`src/fcsg_pkg.sv`:
```
// ----------------------------------------------------------------------------
// fcsg_pkg
// Shared types, constants and lookup tables of the four-channel sound unit.
// ----------------------------------------------------------------------------
package fcsg_pkg;

	localparam int unsigned FIFO_DEPTH = 4;

	localparam logic [14:0] FRAME_Q1 = 15'd3728;
	localparam logic [14:0] FRAME_Q2 = 15'd7456;
	localparam logic [14:0] FRAME_Q3 = 15'd11185;
	localparam logic [14:0] FRAME_Q4 = 15'd14914;
	localparam logic [14:0] FRAME_Q5 = 15'd18640;
	localparam logic [15:0] PERIOD_MAX = 16'h07FF;

	// register offsets
	localparam logic [4:0] REG_P1_CTL   = 5'h00;
	localparam logic [4:0] REG_P1_SWEEP = 5'h01;
	localparam logic [4:0] REG_P1_LO    = 5'h02;
	localparam logic [4:0] REG_P1_HI    = 5'h03;
	localparam logic [4:0] REG_P2_CTL   = 5'h04;
	localparam logic [4:0] REG_P2_SWEEP = 5'h05;
	localparam logic [4:0] REG_P2_LO    = 5'h06;
	localparam logic [4:0] REG_P2_HI    = 5'h07;
	localparam logic [4:0] REG_TRI_LIN  = 5'h08;
	localparam logic [4:0] REG_TRI_LO   = 5'h0A;
	localparam logic [4:0] REG_TRI_HI   = 5'h0B;
	localparam logic [4:0] REG_NZ_CTL   = 5'h0C;
	localparam logic [4:0] REG_NZ_MODE  = 5'h0E;
	localparam logic [4:0] REG_NZ_LEN   = 5'h0F;
	localparam logic [4:0] REG_STATUS   = 5'h15;
	localparam logic [4:0] REG_FRAME    = 5'h17;

	// classified item handed from front to back
	typedef struct packed {
		logic       is_write;
		logic [4:0] reg_offset;
		logic [7:0] reg_data;
	} item_t;

	function automatic logic [7:0] len_load(input logic [4:0] idx);
		logic [7:0] r;
		case (idx)
			5'd0: r = 8'd10;   5'd1: r = 8'd254;  5'd2: r = 8'd20;   5'd3: r = 8'd2;
			5'd4: r = 8'd40;   5'd5: r = 8'd4;    5'd6: r = 8'd80;   5'd7: r = 8'd6;
			5'd8: r = 8'd160;  5'd9: r = 8'd8;    5'd10: r = 8'd60;  5'd11: r = 8'd10;
			5'd12: r = 8'd14;  5'd13: r = 8'd12;  5'd14: r = 8'd26;  5'd15: r = 8'd14;
			5'd16: r = 8'd12;  5'd17: r = 8'd16;  5'd18: r = 8'd24;  5'd19: r = 8'd18;
			5'd20: r = 8'd48;  5'd21: r = 8'd20;  5'd22: r = 8'd96;  5'd23: r = 8'd22;
			5'd24: r = 8'd192; 5'd25: r = 8'd24;  5'd26: r = 8'd72;  5'd27: r = 8'd26;
			5'd28: r = 8'd16;  5'd29: r = 8'd28;  5'd30: r = 8'd32;  default: r = 8'd30;
		endcase
		return r;
	endfunction

	function automatic logic [11:0] noise_rate(input logic [3:0] idx);
		logic [11:0] r;
		case (idx)
			4'd0: r = 12'd4;     4'd1: r = 12'd8;     4'd2: r = 12'd16;    4'd3: r = 12'd32;
			4'd4: r = 12'd64;    4'd5: r = 12'd96;    4'd6: r = 12'd128;   4'd7: r = 12'd160;
			4'd8: r = 12'd202;   4'd9: r = 12'd254;   4'd10: r = 12'd380;  4'd11: r = 12'd508;
			4'd12: r = 12'd762;  4'd13: r = 12'd1016; 4'd14: r = 12'd2034; default: r = 12'd4068;
		endcase
		return r;
	endfunction

	function automatic logic [7:0] duty_bits(input logic [1:0] d);
		logic [7:0] r;
		case (d)
			2'd0: r = 8'h02;
			2'd1: r = 8'h06;
			2'd2: r = 8'h1E;
			default: r = 8'hF9;
		endcase
		return r;
	endfunction

endpackage

```
`src/fcsg_front.sv`:
```
// ----------------------------------------------------------------------------
// fcsg_front
// Input side: takes items and sorts them into ticks and register writes.
// ----------------------------------------------------------------------------
module fcsg_front (
	input  logic                 clk,
	input  logic                 arst_n,
	input  logic                 push,
	output logic                 full,
	input  logic                 op,
	input  logic [4:0]           reg_offset,
	input  logic [7:0]           reg_data,
	output logic                 item_valid,
	output fcsg_pkg::item_t      item,
	input  logic                 item_ready
);

	logic            valid_q;
	fcsg_pkg::item_t item_q;

	assign full       = valid_q && !item_ready;
	assign item_valid = valid_q;
	assign item       = item_q;

	// input register, classifies the item
	always_ff @(posedge clk or negedge arst_n) begin
		if (!arst_n) begin
			valid_q <= 1'b0;
		end else if (!full) begin
			valid_q <= push;
		end
	end

	always_ff @(posedge clk) begin
		if (!full && push) begin
			item_q.is_write   <= op;
			item_q.reg_offset <= reg_offset;
			item_q.reg_data   <= reg_data;
		end
	end

endmodule

```
`src/fcsg_fifo.sv`:
```
// ----------------------------------------------------------------------------
// fcsg_fifo
// Short queue of classified items between the front and the back.
// ----------------------------------------------------------------------------
module fcsg_fifo #(
	parameter int unsigned DEPTH = fcsg_pkg::FIFO_DEPTH
) (
	input  logic            clk,
	input  logic            arst_n,
	input  logic            wr_valid,
	output logic            wr_ready,
	input  fcsg_pkg::item_t wr_item,
	output logic            rd_valid,
	input  logic            rd_ready,
	output fcsg_pkg::item_t rd_item
);

	localparam int unsigned AW = (DEPTH > 1) ? $clog2(DEPTH) : 1;

	fcsg_pkg::item_t    mem_q [DEPTH];
	logic [AW-1:0]      wptr_q, rptr_q;
	logic [AW:0]        cnt_q;
	logic               do_wr, do_rd;

	assign wr_ready = (cnt_q != (AW+1)'(DEPTH)) || rd_ready;
	assign rd_valid = cnt_q != '0;
	assign rd_item  = mem_q[rptr_q];
	assign do_wr    = wr_valid && wr_ready;
	assign do_rd    = rd_valid && rd_ready;

	// pointers and fill count
	always_ff @(posedge clk or negedge arst_n) begin
		if (!arst_n) begin
			wptr_q <= '0;
			rptr_q <= '0;
			cnt_q  <= '0;
		end else begin
			if (do_wr) wptr_q <= (wptr_q == AW'(DEPTH - 1)) ? '0 : wptr_q + 1'b1;
			if (do_rd) rptr_q <= (rptr_q == AW'(DEPTH - 1)) ? '0 : rptr_q + 1'b1;
			cnt_q <= cnt_q + (AW+1)'(do_wr) - (AW+1)'(do_rd);
		end
	end

	always_ff @(posedge clk) begin
		if (do_wr) mem_q[wptr_q] <= wr_item;
	end

endmodule

```
`src/fcsg_back.sv`:
```
// ----------------------------------------------------------------------------
// fcsg_back
// Channel state: applies writes and ticks, registers the channel levels.
// ----------------------------------------------------------------------------
module fcsg_back (
	input  logic            clk,
	input  logic            arst_n,
	input  logic            item_valid,
	output logic            item_ready,
	input  fcsg_pkg::item_t item,
	output logic            empty,
	input  logic            pop,
	output logic [3:0]      pulse1_level,
	output logic [3:0]      pulse2_level,
	output logic [3:0]      triangle_level,
	output logic [3:0]      noise_level,
	output logic [3:0]      length_status
);

	// architectural state
	logic [15:0] pper_q [2];
	logic [15:0] pcnt_q [2];
	logic [2:0]  pstep_q [2];
	logic [1:0]  pduty_q [2];
	logic        phalt_q [2], pconst_q [2], swen_q [2], swneg_q [2];
	logic [3:0]  pvol_q [2];
	logic [2:0]  swper_q [2], swsh_q [2];
	logic        penv_st_q [2];
	logic [3:0]  penv_div_q [2], penv_lvl_q [2];
	logic [2:0]  swdiv_q [2];
	logic        swrel_q [2];
	logic [7:0]  len_q [4];
	logic [3:0]  en_q;
	logic [10:0] tper_q, tcnt_q;
	logic [4:0]  tstep_q;
	logic [6:0]  lin_cnt_q, lin_per_q;
	logic        lin_rel_q, lin_halt_q;
	logic [11:0] nper_q, ncnt_q;
	logic        nmode_q;
	logic [14:0] nsh_q;
	logic        nhalt_q, nconst_q;
	logic [3:0]  nvol_q;
	logic        nenv_st_q;
	logic [3:0]  nenv_div_q, nenv_lvl_q;
	logic [14:0] fcnt_q;
	logic        five_q, par_q;

	logic        out_valid_q;
	logic [3:0]  p1_q, p2_q, tri_q, nz_q, st_q;

	logic        go;

	assign empty      = !out_valid_q;
	assign item_ready = !out_valid_q || pop;
	assign go         = item_valid && item_ready;

	assign pulse1_level   = p1_q;
	assign pulse2_level   = p2_q;
	assign triangle_level = tri_q;
	assign noise_level    = nz_q;
	assign length_status  = st_q;

	// next-state computation
	logic [15:0] n_pper [2];
	logic [15:0] n_pcnt [2];
	logic [2:0]  n_pstep [2];
	logic [1:0]  n_pduty [2];
	logic        n_phalt [2], n_pconst [2], n_swen [2], n_swneg [2];
	logic [3:0]  n_pvol [2];
	logic [2:0]  n_swper [2], n_swsh [2];
	logic        n_penv_st [2];
	logic [3:0]  n_penv_div [2], n_penv_lvl [2];
	logic [2:0]  n_swdiv [2];
	logic        n_swrel [2];
	logic [7:0]  n_len [4];
	logic [3:0]  n_en;
	logic [10:0] n_tper, n_tcnt;
	logic [4:0]  n_tstep;
	logic [6:0]  n_lin_cnt, n_lin_per;
	logic        n_lin_rel, n_lin_halt;
	logic [11:0] n_nper, n_ncnt;
	logic        n_nmode;
	logic [14:0] n_nsh;
	logic        n_nhalt, n_nconst;
	logic [3:0]  n_nvol;
	logic        n_nenv_st;
	logic [3:0]  n_nenv_div, n_nenv_lvl;
	logic [14:0] n_fcnt;
	logic        n_five, n_par;
	logic [3:0]  o_p1, o_p2, o_tri, o_nz, o_st;

	always_comb begin
		logic qf, hf, fb;
		logic [15:0] delta;
		logic [15:0] p;
		logic [4:0]  s;
		logic        hlt [4];
		logic [7:0]  db0, db1;
		// hold by default
		for (int c = 0; c < 2; c++) begin
			n_pper[c] = pper_q[c];   n_pcnt[c] = pcnt_q[c];   n_pstep[c] = pstep_q[c];
			n_pduty[c] = pduty_q[c]; n_phalt[c] = phalt_q[c]; n_pconst[c] = pconst_q[c];
			n_pvol[c] = pvol_q[c];   n_swen[c] = swen_q[c];   n_swneg[c] = swneg_q[c];
			n_swper[c] = swper_q[c]; n_swsh[c] = swsh_q[c];   n_penv_st[c] = penv_st_q[c];
			n_penv_div[c] = penv_div_q[c]; n_penv_lvl[c] = penv_lvl_q[c];
			n_swdiv[c] = swdiv_q[c]; n_swrel[c] = swrel_q[c];
		end
		for (int c = 0; c < 4; c++) n_len[c] = len_q[c];
		for (int c = 0; c < 4; c++) hlt[c] = 1'b0;
		n_en = en_q; n_tper = tper_q; n_tcnt = tcnt_q; n_tstep = tstep_q;
		n_lin_cnt = lin_cnt_q; n_lin_per = lin_per_q; n_lin_rel = lin_rel_q;
		n_lin_halt = lin_halt_q; n_nper = nper_q; n_ncnt = ncnt_q; n_nmode = nmode_q;
		n_nsh = nsh_q; n_nhalt = nhalt_q; n_nconst = nconst_q; n_nvol = nvol_q;
		n_nenv_st = nenv_st_q; n_nenv_div = nenv_div_q; n_nenv_lvl = nenv_lvl_q;
		n_fcnt = fcnt_q; n_five = five_q; n_par = par_q;
		qf = 1'b0;
		hf = 1'b0;
		fb = 1'b0;
		delta = '0;
		p = '0;
		s = '0;

		if (item.is_write) begin
			// register write decode
			case (item.reg_offset)
				fcsg_pkg::REG_P1_CTL, fcsg_pkg::REG_P2_CTL: begin
					n_pduty[item.reg_offset[2]]  = item.reg_data[7:6];
					n_phalt[item.reg_offset[2]]  = item.reg_data[5];
					n_pconst[item.reg_offset[2]] = item.reg_data[4];
					n_pvol[item.reg_offset[2]]   = item.reg_data[3:0];
				end
				fcsg_pkg::REG_P1_SWEEP, fcsg_pkg::REG_P2_SWEEP: begin
					n_swen[item.reg_offset[2]]  = item.reg_data[7];
					n_swper[item.reg_offset[2]] = item.reg_data[6:4];
					n_swneg[item.reg_offset[2]] = item.reg_data[3];
					n_swsh[item.reg_offset[2]]  = item.reg_data[2:0];
					n_swrel[item.reg_offset[2]] = 1'b1;
				end
				fcsg_pkg::REG_P1_LO, fcsg_pkg::REG_P2_LO: begin
					n_pper[item.reg_offset[2]][7:0] = item.reg_data;
				end
				fcsg_pkg::REG_P1_HI, fcsg_pkg::REG_P2_HI: begin
					n_pper[item.reg_offset[2]][15:8] = {5'd0, item.reg_data[2:0]};
					n_len[item.reg_offset[2]]        = fcsg_pkg::len_load(item.reg_data[7:3]);
					n_penv_st[item.reg_offset[2]]    = 1'b1;
					n_pstep[item.reg_offset[2]]      = '0;
				end
				fcsg_pkg::REG_TRI_LIN: begin
					n_lin_halt = item.reg_data[7];
					n_lin_per  = item.reg_data[6:0];
				end
				fcsg_pkg::REG_TRI_LO: n_tper[7:0] = item.reg_data;
				fcsg_pkg::REG_TRI_HI: begin
					n_tper[10:8] = item.reg_data[2:0];
					n_len[2]     = fcsg_pkg::len_load(item.reg_data[7:3]);
					n_lin_rel    = 1'b1;
				end
				fcsg_pkg::REG_NZ_CTL: begin
					n_nhalt  = item.reg_data[5];
					n_nconst = item.reg_data[4];
					n_nvol   = item.reg_data[3:0];
				end
				fcsg_pkg::REG_NZ_MODE: begin
					n_nmode = item.reg_data[7];
					n_nper  = fcsg_pkg::noise_rate(item.reg_data[3:0]);
				end
				fcsg_pkg::REG_NZ_LEN: begin
					n_len[3]  = fcsg_pkg::len_load(item.reg_data[7:3]);
					n_nenv_st = 1'b1;
				end
				fcsg_pkg::REG_STATUS: begin
					for (int c = 0; c < 4; c++) begin
						n_en[c] = item.reg_data[c];
						if (!item.reg_data[c]) n_len[c] = '0;
					end
				end
				fcsg_pkg::REG_FRAME: begin
					n_five = item.reg_data[7];
					n_fcnt = '0;
					hf = item.reg_data[7];
					qf = item.reg_data[7];
				end
				default: ;
			endcase
		end else begin
			// frame sequencer
			n_par = !par_q;
			if (fcnt_q == fcsg_pkg::FRAME_Q1 || fcnt_q == fcsg_pkg::FRAME_Q3) begin
				qf = 1'b1;
				n_fcnt = fcnt_q + 15'd1;
			end else if (fcnt_q == fcsg_pkg::FRAME_Q2) begin
				qf = 1'b1;
				hf = 1'b1;
				n_fcnt = fcnt_q + 15'd1;
			end else if (fcnt_q == (five_q ? fcsg_pkg::FRAME_Q5 : fcsg_pkg::FRAME_Q4)) begin
				qf = 1'b1;
				hf = 1'b1;
				n_fcnt = '0;
			end else begin
				n_fcnt = fcnt_q + 15'd1;
			end
			// noise timer on odd ticks
			if (n_par) begin
				if (ncnt_q == '0) begin
					fb     = nmode_q ? (nsh_q[6] ^ nsh_q[0]) : (nsh_q[1] ^ nsh_q[0]);
					n_ncnt = nper_q;
					n_nsh  = {fb, nsh_q[14:1]};
				end else begin
					n_ncnt = ncnt_q - 12'd1;
				end
			end
			// triangle timer
			if (tcnt_q == '0) begin
				n_tcnt  = tper_q;
				n_tstep = tstep_q + 5'd1;
			end else begin
				n_tcnt = tcnt_q - 11'd1;
			end
		end

		// half frame: lengths and sweeps (uses state after the write)
		if (hf) begin
			hlt[0] = n_phalt[0];
			hlt[1] = n_phalt[1];
			hlt[2] = n_lin_halt;
			hlt[3] = n_nhalt;
			for (int c = 0; c < 4; c++) begin
				if (!hlt[c] && n_len[c] != '0) n_len[c] = n_len[c] - 8'd1;
			end
			for (int c = 0; c < 2; c++) begin
				p = n_pper[c];
				if (n_swdiv[c] == '0 && n_swen[c] && p >= 16'd8) begin
					delta = p >> n_swsh[c];
					if (n_swneg[c]) n_pper[c] = p - (c != 0 ? delta : delta + 16'd1);
					else            n_pper[c] = p + delta;
				end
				if (n_swdiv[c] == '0 || n_swrel[c]) begin
					n_swdiv[c] = n_swper[c];
					n_swrel[c] = 1'b0;
				end else begin
					n_swdiv[c] = n_swdiv[c] - 3'd1;
				end
			end
		end

		// pulse timers on odd ticks, reload from the period after any sweep
		if (!item.is_write && n_par) begin
			for (int c = 0; c < 2; c++) begin
				if (pcnt_q[c] == '0) begin
					n_pcnt[c]  = n_pper[c];
					n_pstep[c] = pstep_q[c] + 3'd1;
				end else begin
					n_pcnt[c] = pcnt_q[c] - 16'd1;
				end
			end
		end

		// quarter frame: envelopes and linear counter
		if (qf) begin
			for (int c = 0; c < 2; c++) begin
				if (n_penv_st[c]) begin
					n_penv_lvl[c] = 4'd15;
					n_penv_div[c] = n_pvol[c];
					n_penv_st[c]  = 1'b0;
				end else if (n_penv_div[c] != '0) begin
					n_penv_div[c] = n_penv_div[c] - 4'd1;
				end else begin
					n_penv_div[c] = n_pvol[c];
					if (n_penv_lvl[c] != '0) n_penv_lvl[c] = n_penv_lvl[c] - 4'd1;
					else if (n_phalt[c])     n_penv_lvl[c] = 4'd15;
				end
			end
			if (n_lin_rel) n_lin_cnt = n_lin_per;
			else if (n_lin_cnt != '0) n_lin_cnt = n_lin_cnt - 7'd1;
			if (!n_lin_halt) n_lin_rel = 1'b0;
			if (n_nenv_st) begin
				n_nenv_lvl = 4'd15;
				n_nenv_div = n_nvol;
				n_nenv_st  = 1'b0;
			end else if (n_nenv_div != '0) begin
				n_nenv_div = n_nenv_div - 4'd1;
			end else begin
				n_nenv_div = n_nvol;
				if (n_nenv_lvl != '0) n_nenv_lvl = n_nenv_lvl - 4'd1;
				else if (n_nhalt)     n_nenv_lvl = 4'd15;
			end
		end

		// levels from the new state
		db0 = fcsg_pkg::duty_bits(n_pduty[0]);
		db1 = fcsg_pkg::duty_bits(n_pduty[1]);
		o_p1 = '0;
		o_p2 = '0;
		if (n_en[0] && n_len[0] != '0 && n_pper[0] >= 16'd8 && n_pper[0] <= fcsg_pkg::PERIOD_MAX
			&& db0[n_pstep[0]])
			o_p1 = n_pconst[0] ? n_pvol[0] : n_penv_lvl[0];
		if (n_en[1] && n_len[1] != '0 && n_pper[1] >= 16'd8 && n_pper[1] <= fcsg_pkg::PERIOD_MAX
			&& db1[n_pstep[1]])
			o_p2 = n_pconst[1] ? n_pvol[1] : n_penv_lvl[1];
		o_tri = '0;
		if (n_en[2] && n_len[2] != '0 && n_lin_cnt != '0) begin
			s = n_tstep;
			o_tri = s[4] ? s[3:0] : ~s[3:0];
		end
		o_nz = '0;
		if (n_en[3] && n_len[3] != '0 && !n_nsh[0]) o_nz = n_nconst ? n_nvol : n_nenv_lvl;
		for (int c = 0; c < 4; c++) o_st[c] = n_len[c] != '0;
	end

	// state registers
	always_ff @(posedge clk or negedge arst_n) begin
		if (!arst_n) begin
			for (int c = 0; c < 2; c++) begin
				pper_q[c] <= '0; pcnt_q[c] <= '0; pstep_q[c] <= '0; pduty_q[c] <= '0;
				phalt_q[c] <= 1'b0; pconst_q[c] <= 1'b0; pvol_q[c] <= '0; swen_q[c] <= 1'b0;
				swneg_q[c] <= 1'b0; swper_q[c] <= '0; swsh_q[c] <= '0; penv_st_q[c] <= 1'b0;
				penv_div_q[c] <= '0; penv_lvl_q[c] <= '0; swdiv_q[c] <= '0; swrel_q[c] <= 1'b0;
			end
			for (int c = 0; c < 4; c++) len_q[c] <= '0;
			en_q <= '0; tper_q <= '0; tcnt_q <= '0; tstep_q <= '0;
			lin_cnt_q <= '0; lin_per_q <= '0; lin_rel_q <= 1'b0; lin_halt_q <= 1'b0;
			nper_q <= '0; ncnt_q <= '0; nmode_q <= 1'b0; nsh_q <= 15'd1;
			nhalt_q <= 1'b0; nconst_q <= 1'b0; nvol_q <= '0;
			nenv_st_q <= 1'b0; nenv_div_q <= '0; nenv_lvl_q <= '0;
			fcnt_q <= '0; five_q <= 1'b0; par_q <= 1'b0;
			out_valid_q <= 1'b0;
		end else begin
			if (go) begin
				for (int c = 0; c < 2; c++) begin
					pper_q[c] <= n_pper[c]; pcnt_q[c] <= n_pcnt[c]; pstep_q[c] <= n_pstep[c];
					pduty_q[c] <= n_pduty[c]; phalt_q[c] <= n_phalt[c];
					pconst_q[c] <= n_pconst[c]; pvol_q[c] <= n_pvol[c]; swen_q[c] <= n_swen[c];
					swneg_q[c] <= n_swneg[c]; swper_q[c] <= n_swper[c]; swsh_q[c] <= n_swsh[c];
					penv_st_q[c] <= n_penv_st[c]; penv_div_q[c] <= n_penv_div[c];
					penv_lvl_q[c] <= n_penv_lvl[c]; swdiv_q[c] <= n_swdiv[c];
					swrel_q[c] <= n_swrel[c];
				end
				for (int c = 0; c < 4; c++) len_q[c] <= n_len[c];
				en_q <= n_en; tper_q <= n_tper; tcnt_q <= n_tcnt; tstep_q <= n_tstep;
				lin_cnt_q <= n_lin_cnt; lin_per_q <= n_lin_per; lin_rel_q <= n_lin_rel;
				lin_halt_q <= n_lin_halt; nper_q <= n_nper; ncnt_q <= n_ncnt;
				nmode_q <= n_nmode; nsh_q <= n_nsh; nhalt_q <= n_nhalt;
				nconst_q <= n_nconst; nvol_q <= n_nvol; nenv_st_q <= n_nenv_st;
				nenv_div_q <= n_nenv_div; nenv_lvl_q <= n_nenv_lvl;
				fcnt_q <= n_fcnt; five_q <= n_five; par_q <= n_par;
			end
			if (go)       out_valid_q <= 1'b1;
			else if (pop) out_valid_q <= 1'b0;
		end
	end

	// result register
	always_ff @(posedge clk) begin
		if (go) begin
			p1_q  <= o_p1;
			p2_q  <= o_p2;
			tri_q <= o_tri;
			nz_q  <= o_nz;
			st_q  <= o_st;
		end
	end

endmodule

```
`src/four_channel_sound_generator.sv`:
```
// Path: an item passes the input register, the queue and the channel-state
// update, in that order, before its result is ready.
// Throughput: one item per cycle while the result register is empty or popped;
// the channel-state update in the back part settles each item combinationally.
// Reset: arst_n clears all channel state (noise shifter to one), the input register and the queue.
// ----------------------------------------------------------------------------
// four_channel_sound_generator
// Two pulse, one triangle and one noise channel with a frame sequencer.
// ----------------------------------------------------------------------------
module four_channel_sound_generator #(
	parameter int unsigned FIFO_DEPTH = fcsg_pkg::FIFO_DEPTH
) (
	input  logic       clk,
	input  logic       arst_n,
	input  logic       push,
	output logic       full,
	input  logic       op,
	input  logic [4:0] reg_offset,
	input  logic [7:0] reg_data,
	output logic       empty,
	input  logic       pop,
	output logic [3:0] pulse1_level,
	output logic [3:0] pulse2_level,
	output logic [3:0] triangle_level,
	output logic [3:0] noise_level,
	output logic [3:0] length_status
);

	logic            f_valid, f_ready, b_valid, b_ready;
	fcsg_pkg::item_t f_item, b_item;

	fcsg_front u_front (
		.clk, .arst_n, .push, .full, .op, .reg_offset, .reg_data,
		.item_valid(f_valid), .item(f_item), .item_ready(f_ready)
	);

	fcsg_fifo #(.DEPTH(FIFO_DEPTH)) u_fifo (
		.clk, .arst_n,
		.wr_valid(f_valid), .wr_ready(f_ready), .wr_item(f_item),
		.rd_valid(b_valid), .rd_ready(b_ready), .rd_item(b_item)
	);

	fcsg_back u_back (
		.clk, .arst_n,
		.item_valid(b_valid), .item_ready(b_ready), .item(b_item),
		.empty, .pop, .pulse1_level, .pulse2_level, .triangle_level,
		.noise_level, .length_status
	);

endmodule
```
`config.mk`:
```
export PLATFORM = sky130hd
export DESIGN_NAME = four_channel_sound_generator
export DESIGN_NICKNAME = d
export VERILOG_FILES = /design/src/fcsg_pkg.sv /design/src/fcsg_front.sv /design/src/fcsg_fifo.sv /design/src/fcsg_back.sv /design/src/four_channel_sound_generator.sv
export SDC_FILE = /design/constraint.sdc
export NUM_CORES = 1
export LEC_CHECK = 0
export BUFFER_PORTS_ARGS = -buffer_cell sky130_fd_sc_hd__buf_2
export CORE_UTILIZATION = 30
export CTS_CLUSTER_SIZE = 40
export DETAILED_ROUTE_END_ITERATION = 8
export PLACE_DENSITY = 0.44
export SYNTH_ARGS = -nofsm -noshare
export SYNTH_HDL_FRONTEND = slang
export SYNTH_SLANG_ARGS = --single-unit
```
`constraint.sdc`:
```
create_clock -name clk -period 14.65 [get_ports clk]
set_clock_uncertainty 0.15 [all_clocks]
set_input_delay 3.6625 -clock clk [delete_from_list [all_inputs] [get_ports clk]]
set_output_delay 3.6625 -clock clk [all_outputs]
set_load 0.01 [all_outputs]
```
==> implementation parameters <==
Parameter                              Value

Synth
  Synth Flop Type ... sky130_fd_sc_hd__dfrtp_1
  Yosys reg bits ... 377
  Library cell with the largest summed area after synthesis ... sky130_fd_sc_hd__dfrtp_1
  Count of flip-flops with a built-in enable after synthesis ... 90
  Combined area of all synthesized cells ... 24400 um^2
  Count of mapped cells out of synthesis ... 2843
  Fraction of synthesized cell area taken by the top area cell type ... 29.3%
  Fraction of the mapped netlist area in compound gates ... 20.9%
  Combinational family with the most area after synthesis ... compound AO/OA/AOI/OAI gates
  XOR/XNOR Fraction of Synth Area ... 3.30%
  Basic-gate share of the synthesized area counting and, or, nand and nor cells ... 20.1%
  Multiplexer share of the synthesized area ... 5.61%
  Most frequent cell after synthesis ... sky130_fd_sc_hd__nand2_1
  Proportion of register bits with asynchronous set or reset after synthesis ... 76.1%
  Share of the yosys chip area belonging to registers ... 40.4%
  Ranking of synthesized cells by instance count ... sky130_fd_sc_hd__nand2_1, sky130_fd_sc_hd__o21ai_0, sky130_fd_sc_hd__dfrtp_1
  Post-Syn Area per Cell ... 8.60 um^2
  Post-synth net total ... 2962
  Ranking of synthesized cells by area ... sky130_fd_sc_hd__dfrtp_1, sky130_fd_sc_hd__edfxtp_1, sky130_fd_sc_hd__nand2_1
  Yosys warning count ... 0
  Adder-Cell Fraction of Synth Area ... 5.33%
  Library cells used by synthesis ... 99

Clocking
  Root Buffer ... sky130_fd_sc_hd__clkbuf_16
  Number of CTS-inserted buffers ... 49
  Clock transition at the register clock pins on the worst setup and hold paths after CTS ... 0.06 ns
  Sinks on Clock Net ... 377
  Number of post-CTS setup repair buffers ... 0
  Number of hold-repair buffers added at the cts stage ... 0
  Insertion delay of the later-clocked pin in the worst-skew pair ... 0.61 ns
  CTS Buffer Depth ... 3
  Clock tree from TritonCTS ... done
  Maximum level of the CTS H-tree ... 2
  Number of gates resized after cts ... 0

Min path
  Worst Min Path Start ... u_back.nhalt_q
  Min-delay worst type ... reg2reg

Global route
  Total routing resource utilization after global routing ... 18.2%
  Via count of the first global-routing pass ... 20600
  Initial antenna violation count ... 2
  Total global routing overflow ... 0
  Global-route wire length before repair ... 119 mm
  Pin count of the biggest net entering global routing ... 95

Floorplanning
  Die width ... 287 um
  Number of placement rows ... 104
  Initial Utilization ... 30.4%
  Num ports ... 40
  Die Y-Extent ... 287 um
  Placeable core region ... 80500 um^2
  Total die area ... 82600 um^2

Timing
  Slew headroom ... 23.4%
  Hold slack ... 0.327 ns
  Final Max Tran Viols ... 0
  Minimum clock period ... 8.25 ns
  Final Hold Vio Count ... 0
  Total Negative Setup Slacks ... 0 ns
  Maximum frequency from static timing analysis ... 0.121 GHz
  RSZ-0062 raised after global routing ... false
  Final period util ... 56.3%
  Post-route worst setup slack ... 6.40 ns
  Transition at the pin with the smallest max-transition slack ... 1.14 ns
  Final setup viols ... 0

Route
  Number of DRC markers after the initial detailed-route iteration ... 1439
  Routed Wire Length ... 74.3 mm
  Total number of vias ... 21000
  Number of remaining DRC errors ... 0
  Length of the first detailed-routing pass in iterations ... 6
  Count of antenna-violating nets left after detailed routing ... 0
  Wire length per cell after detailed routing ... 18.9 um
  Avg Vias per Cell ... 5.32

Place
  Buffers added on ports ... 39
  Routability-driven placement congestion ratio ... 0.857
  Post-DP HPWL ... 52.3 mm
  Pre-CTS setup slack ... 6.47 ns
  Cell total after placement ... 3843

Status
  Status ... completed

Worst setup path
  Critical Path AT ... 8.48 ns
  Crit path max-delay cell type ... sky130_fd_sc_hd__mux4_2
  CP top delay family ... compound AO/OA/AOI/OAI gates
  Startpoint class of the critical path ... flop
  Worst path buffer plus inverter count ... 1
  Kind of capture point of the worst setup path ... flop
  CP Class ... reg2reg
  Most repeated library cell on the critical path ... sky130_fd_sc_hd__a21o_1
  Biggest fanout along the worst timing path ... 24
  Worst path required time ... 14.88 ns
  CP Launch Point ... u_fifo.rptr_q[0]
  Crit Reg-Reg Startpoint ... u_fifo.rptr_q[0]
  Largest incremental delay on the critical path ... 0.70 ns

Job
  Max_cap viols ... 0

Final layout
  Layout cell share with drive strength beyond 1 ... 8.77%
  NumNets Final ... 2953
  Non-Filler Instances ... 3936
  Layout-stage area growth over the synthesis result ... 11.8%

Power
  Total power divided by cell area ... 263 nW/um^2
  Leakage component of the power ... 11.6 nW
  Worst VDD drop ... 0.108 mV
## layer usage
layer	global-route usage, %	wire [um]	part of all wire, %	up-vias
met3	2.03	3070	4.1	101
met2	28.9	33600	45	480
li1	-	-	-	10200
met4	4.80	1660	2.2	0
met1	25.9	36000	48	10200
met5	0	0	0	-
## layout make-up
class,count,area [um^2]
clock inverter,23,209
multi-input combinational,2195,13500
fill,8305,53200
timing repair buffer,79,505
sequential,377,9890
inverter,132,497
tap,1060,1330
antenna,2,5.00
clock buffer,68,1390
## through the flow
step / utilization, % / area (um^2) / power (W)
floorplan: - / 24400 / 0.00480
global placement: 31.9 / 25700 / 0.00593
detailed placement: 31.9 / 25700 / 0.00599
CTS: 33.9 / 27300 / 0.00724
global route: 33.9 / 27300 / 0.00785
finish: 33.9 / 27300 / 0.00720
## sequential cells by signal, summed over array words and instances (netlist names), 11 cells and up
register	flops
u_back.nsh_q	15
u_back.tper_q	11
u_back.nper_q	11
u_back.ncnt_q	12
u_back.pper_q	32
u_back.tcnt_q	11
u_front.item	14
u_back.pcnt_q	32
u_back.len_q	32
u_fifo.mem_q	56
u_back.fcnt_q	15
## worst reg2reg max path, delay by kind of cell, from the launching register on
kind	cells	cell delay, ns
compound gates	16	3.71
xor+xnor	1	0.15
fa+ha+maj	1	0.32
buf+inv	1	0.36
flops	1	0.41
mux	2	1.14
simple gates	8	1.80
## path summary, 6_finish.rpt
path	endpoint	depth (start not counted)	slack, ns
hold reg to reg	u_back.nhalt_q	2	0.33
setup / recovery	u_back.pulse1_level[3]	29	6.40
min in group asynchronous	u_back.nenv_lvl_q[1]	1	2.93
setup reg to reg	u_back.pulse1_level[3]	29	6.40
max in group asynchronous	u_back.pcnt_q[5]	2	9.86
hold / removal	u_back.nhalt_q	2	0.33
## kinds of logic after synthesis
logic type | after synthesis
multiplexers | 115
buffers and inverters | 271
XOR/XNOR | 92
AO/OA/AOI/OAI | 823
adder cells (fa/ha/maj) | 102
flip-flops | 377
AND/OR/NAND/NOR | 1063
## power by group
group	switching [W]	internal, W
clock network	0.000495	0.000701
logic	0.00275	0.00153
registers	0.000267	0.00145
## cells in the final DEF (no fill, tap or decap), types with 40 or more instances in the layout
cell type	count
sky130_fd_sc_hd__a21oi_1	184
sky130_fd_sc_hd__o21ai_0	304
sky130_fd_sc_hd__xnor2_1	60
sky130_fd_sc_hd__nand2_1	474
sky130_fd_sc_hd__mux2_2	46
sky130_fd_sc_hd__edfxtp_1	90
sky130_fd_sc_hd__nor2_1	212
sky130_fd_sc_hd__buf_4	40
sky130_fd_sc_hd__inv_1	130
sky130_fd_sc_hd__nand3_1	78
sky130_fd_sc_hd__ha_1	97
sky130_fd_sc_hd__dfrtp_1	286
sky130_fd_sc_hd__nor3_1	73
sky130_fd_sc_hd__mux2i_1	56
sky130_fd_sc_hd__clkbuf_16	49
(Power assumes the default switching activity.)
